==> src/rcbr_pkg.sv <==
`timescale 1ns / 1ps
// ----------------------------------------------------------------------------
// Rotated crop resampler package
// Shared constants, controller state type and command and status structs.
// ----------------------------------------------------------------------------
package rcbr_pkg;

  localparam int MAX_DIM_DEF   = 256;
  localparam int FRAC_BITS_DEF = 8;
  localparam int TRIG_BITS     = 14;
  localparam int COMP_W        = 16;
  localparam int PIX_W         = 48;

  localparam logic [2:0] REG_SRC_W  = 3'd0;
  localparam logic [2:0] REG_SRC_H  = 3'd1;
  localparam logic [2:0] REG_OUT_W  = 3'd2;
  localparam logic [2:0] REG_OUT_H  = 3'd3;
  localparam logic [2:0] REG_COS    = 3'd4;
  localparam logic [2:0] REG_SIN    = 3'd5;
  localparam logic [2:0] REG_DX     = 3'd6;
  localparam logic [2:0] REG_DY     = 3'd7;

  localparam logic ACT_WRITE  = 1'b0;
  localparam logic ACT_SAMPLE = 1'b1;

  typedef enum logic [3:0] {
    ST_IDLE,
    ST_ROT,
    ST_ADD,
    ST_IDX,
    ST_RD00,
    ST_RD10,
    ST_RD01,
    ST_RD11,
    ST_BLX,
    ST_BLY,
    ST_OUT
  } state_t;

  typedef struct packed {
    logic       load;     // capture the input beat
    logic       wr_pix;   // write the captured pixel to the image memory
    logic       rot;      // form the rotated products
    logic       add;      // sum products, form source coordinates
    logic       idx;      // clamp indices and fractions
    logic [1:0] rd_sel;   // which neighbor to address
    logic       rd_en;    // issue a memory read
    logic [1:0] cap_sel;  // which neighbor to capture
    logic       cap_en;   // capture read data
    logic       blx;      // horizontal blends
    logic       bly;      // vertical blend and output register load
  } cmd_t;

  typedef struct packed {
    logic is_sample;
    logic in_bounds;
  } stat_t;

endpackage

==> src/rcbr_ctrl.sv <==
`timescale 1ns / 1ps
// ----------------------------------------------------------------------------
// Resampler controller
// Sequences pixel writes and the steps of one sample.
// ----------------------------------------------------------------------------
module rcbr_ctrl (
  input  logic                 clk,
  input  logic                 rst_n,
  input  logic                 in_fire,
  input  rcbr_pkg::stat_t      stat,
  input  logic                 out_busy,
  output logic                 in_ready,
  output rcbr_pkg::cmd_t       cmd
);

  rcbr_pkg::state_t state_r, state_nxt;
  logic             wr_pend_r, wr_pend_nxt;

  always_ff @(posedge clk) begin
    if (!rst_n) begin
      state_r   <= rcbr_pkg::ST_IDLE;
      wr_pend_r <= 1'b0;
    end else begin
      state_r   <= state_nxt;
      wr_pend_r <= wr_pend_nxt;
    end
  end

  // A captured write is committed in the cycle after the beat if it lies inside the source size.
  always_comb begin
    state_nxt   = state_r;
    wr_pend_nxt = 1'b0;
    unique case (state_r)
      rcbr_pkg::ST_IDLE: begin
        if (in_fire) begin
          if (stat.is_sample) state_nxt = rcbr_pkg::ST_ROT;
          else wr_pend_nxt = 1'b1;
        end
      end
      rcbr_pkg::ST_ROT:  state_nxt = rcbr_pkg::ST_ADD;
      rcbr_pkg::ST_ADD:  state_nxt = rcbr_pkg::ST_IDX;
      rcbr_pkg::ST_IDX:  state_nxt = rcbr_pkg::ST_RD00;
      rcbr_pkg::ST_RD00: state_nxt = rcbr_pkg::ST_RD10;
      rcbr_pkg::ST_RD10: state_nxt = rcbr_pkg::ST_RD01;
      rcbr_pkg::ST_RD01: state_nxt = rcbr_pkg::ST_RD11;
      rcbr_pkg::ST_RD11: state_nxt = rcbr_pkg::ST_BLX;
      rcbr_pkg::ST_BLX:  state_nxt = rcbr_pkg::ST_BLY;
      rcbr_pkg::ST_BLY:  state_nxt = rcbr_pkg::ST_OUT;
      rcbr_pkg::ST_OUT:  if (!out_busy) state_nxt = rcbr_pkg::ST_IDLE;
      default:           state_nxt = rcbr_pkg::ST_IDLE;
    endcase
  end

  always_comb begin
    cmd        = '0;
    cmd.wr_pix = wr_pend_r && stat.in_bounds;
    in_ready   = 1'b0;
    unique case (state_r)
      rcbr_pkg::ST_IDLE: begin
        in_ready = 1'b1;
        cmd.load = in_fire;
      end
      rcbr_pkg::ST_ROT:  cmd.rot = 1'b1;
      rcbr_pkg::ST_ADD:  cmd.add = 1'b1;
      rcbr_pkg::ST_IDX:  cmd.idx = 1'b1;
      rcbr_pkg::ST_RD00: begin
        cmd.rd_en = 1'b1; cmd.rd_sel = 2'd0;
      end
      rcbr_pkg::ST_RD10: begin
        cmd.rd_en = 1'b1; cmd.rd_sel = 2'd1;
        cmd.cap_en = 1'b1; cmd.cap_sel = 2'd0;
      end
      rcbr_pkg::ST_RD01: begin
        cmd.rd_en = 1'b1; cmd.rd_sel = 2'd2;
        cmd.cap_en = 1'b1; cmd.cap_sel = 2'd1;
      end
      rcbr_pkg::ST_RD11: begin
        cmd.rd_en = 1'b1; cmd.rd_sel = 2'd3;
        cmd.cap_en = 1'b1; cmd.cap_sel = 2'd2;
      end
      rcbr_pkg::ST_BLX: begin
        cmd.cap_en = 1'b1; cmd.cap_sel = 2'd3;
      end
      rcbr_pkg::ST_BLY:  cmd.blx = 1'b1;
      rcbr_pkg::ST_OUT:  cmd.bly = !out_busy;
      default: ;
    endcase
  end

endmodule

==> config.mk <==
export PLATFORM = sky130hd
export DESIGN_NAME = rcbr_ctrl
export DESIGN_NICKNAME = d
export VERILOG_FILES = /design/src/rcbr_pkg.sv /design/src/rcbr_ctrl.sv
export SDC_FILE = /design/constraint.sdc
export NUM_CORES = 1
export LEC_CHECK = 0
export BUFFER_PORTS_ARGS = -buffer_cell sky130_fd_sc_hd__buf_4
export CAP_MARGIN = 20
export CORE_AREA = 2 2 39 41
export DETAILED_ROUTE_END_ITERATION = 12
export DIE_AREA = 0 0 41 43
export SYNTH_ARGS = -nofsm -noshare
export SYNTH_HDL_FRONTEND = slang
export SYNTH_SLANG_ARGS = --single-unit
export TNS_END_PERCENT = 5
==> constraint.sdc <==
create_clock -name clk -period 2.4 [get_ports clk]
set_input_delay 0.48 -clock clk [delete_from_list [all_inputs] [get_ports clk]]
set_output_delay 0.48 -clock clk [all_outputs]
set_load 0.02 [all_outputs]
==> impl_results.md <==
- Pin count of the biggest net entering global routing: 16
- Total congestion overflow: 0
- Syn Nets: 53
- Adder-cell share of the synthesized area: 0
- Die height: about 43 um
- Drt first pass iters: 4
- Post-synth ARST share: 0
- CP max stage delay: 520 ps
- DRC: 0
- Worst path required time: 1920 ps
- # hold bufs at CTS: 0
- Initial Utilization: 0.2803
- Synth area leaders: dfxtp_1, nor4_4, nand2_1, o21ai_0, buf_4
- Pre-CTS setup slack: 717.3 ps
- Post-layout minimum cycle time: 1925 ps
- GRT Total Usage: 0.1064
- Buf/Inv on CP: 1
- Worst Setup End Kind: primary output
- Commonest register cell after synthesis: dfxtp_1
- Post-Syn Area per Cell: 8.253 um2
- Crit path DAT: 1440 ps
- Slew at the pin closest to its max-slew limit: 482.6 ps
- Final hold violations: 0
- Global-route wire length before repair: 1.193 mm
- Worst hold slack: 408.0 ps
- 1st-iter DRT viols: 10
- Post-synthesis xor/xnor area fraction: 0.02258
- CTS tree: yes
- Layout cells sized above 1: 0.4394
- Vias in the first global route: 320
- Outcome: finished clean
- Core Area: 1384 um2
- FMAX: 0.5196 GHz
- Worst slew margin: 0.6778
- Mapped Area: just under 400 um2
- Final Max Tran Viols: 0
- Area share of and/or/nand/nor cells after synthesis: 0.4323
- Clock skew: 0.6089 ps
- Via count: 380
- Tcrit/Tclk final: 0.8019
- Final setup viols: 0
- RSZ-0062 raised after global routing: false
- Clk buf depth: 2
- Fillers: 150
- Initial antenna violation count: 0
- Final nets: 73
- Horiz. Die Dim: 41 um
- Antenna Violating Nets Remaining: 0
- Max VDD drop: roughly 0.27 mV
- Resize count post-CTS: 0
- Post-layout util: 0.3942
- Biggest area consumer among synthesized cells: dfxtp_1
- Storage cell area: 100.1 um2
- Synth Area in Compound Gates: 0.1774
- H-Tree Depth: 1
- Reg clk slew, reported paths: 40 ps
- Die area: between 1500 and 2000 um2
- Worst-path fanout max: 11
- Final WS setup: 475.4 ps
- Ys Warns: 0
- Number of CTS-inserted buffers: 3
- Growth of design area from synthesis to finish: 40.65%
- Total wire length: 812 um
- Max-cap viol count: 0
- Gate count of the mapped netlist: 47
- IO buf count: 19
- EDFF count, synth: 0
- FP Rows: 14
- HPWL after DPL: between 600 and 700 um
- Diodes inserted: 0
- RD Place Congestion: 0.7233
- #FFs+latches synth: 5
- Top-area cell type share of the netlist area: 0.2581
- Critical-path top delay cell: dfxtp_1
- Cell variety after synth: 30
- Post-synthesis sequential area ratio: 0.2581
- Cell family with most CP delay: simple AND/OR/NAND/NOR gates
- Pwr/cell area: 404.2 nW/um2
- Wire per inst: 9.902 um
- Post-CTS Setup Inserts: 0
- Crit start category: flop
- Setup TNS: 0 ps
- Commonest cells in the netlist: dfxtp_1, nand2_1, nor2_1, o21ai_0
- Io pins: 20
- Leak: 0.0002513 uW
- Clock sinks: 5
- Area occupied by multi-input gates: 245.2 um2
- Largest family of logic cells by synthesized area: simple AND/OR/NAND/NOR gates
- Drt via density: 4.634
- Clock root cell: clkbuf_4
- Post-synthesis mux area share: 0
- Clock Latency Late Sink: 240 ps
- Critical path class: reg -> out
- Hold Crit Class: in -> reg
- CP cell instances: or3b_1 > nor3_2 > buf_4
==> layout by cell type (no fill, tap or decap) <==
cell      netlist  final
a21oi_1         1      1
nor4_4          1      1
buf_4           2     19
and2_1          2      2
o2111a_1        1      1
and2_4          1      1
clkbuf_1        0      1
a31oi_1         1      1
and3_1          2      2
nor3_1          1      1
clkbuf_4        0      3
nand4_1         1      1
a22oi_1         1      1
o21ai_0         3      3
or3b_1          1      1
a211o_1         1      1
a21boi_1        1      1
nor3b_2         1      1
o21bai_1        1      1
nor2b_1         2      2
nand2_1         5      5
and4bb_2        1      1
inv_2           1      1
nor2b_2         1      1
nand2b_1        1      1
xor2_1          1      1
dfxtp_1         5      5
nor3_2          1      1
inv_1           2      2
nor2_1          3      3
==> routing by layer <==
layer  vias up  global-route usage  wire length, um
li1        198                   -                -
met1       168              0.1125              344
met2        12              0.1469              386
met3         2             0.07853               67
met4         0             0.06000               14
met5         -                   0                0
==> area by class of cell <==
class	count	share of cell area
clock buffers	4	0.04817
inverters	3	0.02064
multi-input cells	35	0.4495
flip-flops and latches	5	0.1835
well taps	16	0.03670
repair buffers	19	0.2615
==> through the flow <==
step                      instance area (um2)  cells  total power, uW
after floorplan                         387.9     47            111.4
after global placement                  519.2     78            126.9
after detailed placement                519.2     78            127.0
after CTS                               545.5     82            224.2
after global routing                    545.5     82            231.8
final                                   545.5     82            220.5
==> cell families (layout without fill, tap and decap cells) <==
group,Yosys count,in the layout
flops,5,5
simple gates,24,24
xor+xnor,1,1
buf+inv,7,26
compound gates,10,10
==> state kept, by name, indices dropped and copies added, names as in the netlist <==
name	flops
wr_pend_r	1
state_r	4
==> path summary, 6_finish.rpt <==
check / start / endpoint / slack, ps / depth (start not counted)
max: state_r[1] / cmd[0] / 480 / 3
min: stat[1] / wr_pend_r / 410 / 2
max reg2reg: state_r[3] / state_r[3] / 1220 / 3
min reg2reg: state_r[1] / state_r[3] / 670 / 2
==> where the power goes <==
group | leakage (uW) | switching [uW] | internal [uW] | total [uW]
sequential | 0.0000406 | 4.99 | 85.6 | 90.6
clock | 0.0000150 | 32.4 | 62.7 | 95.1
combinational | 0.000196 | 15.6 | 19.2 | 34.8
No activity file was read; power rests on OpenSTA's default activity.
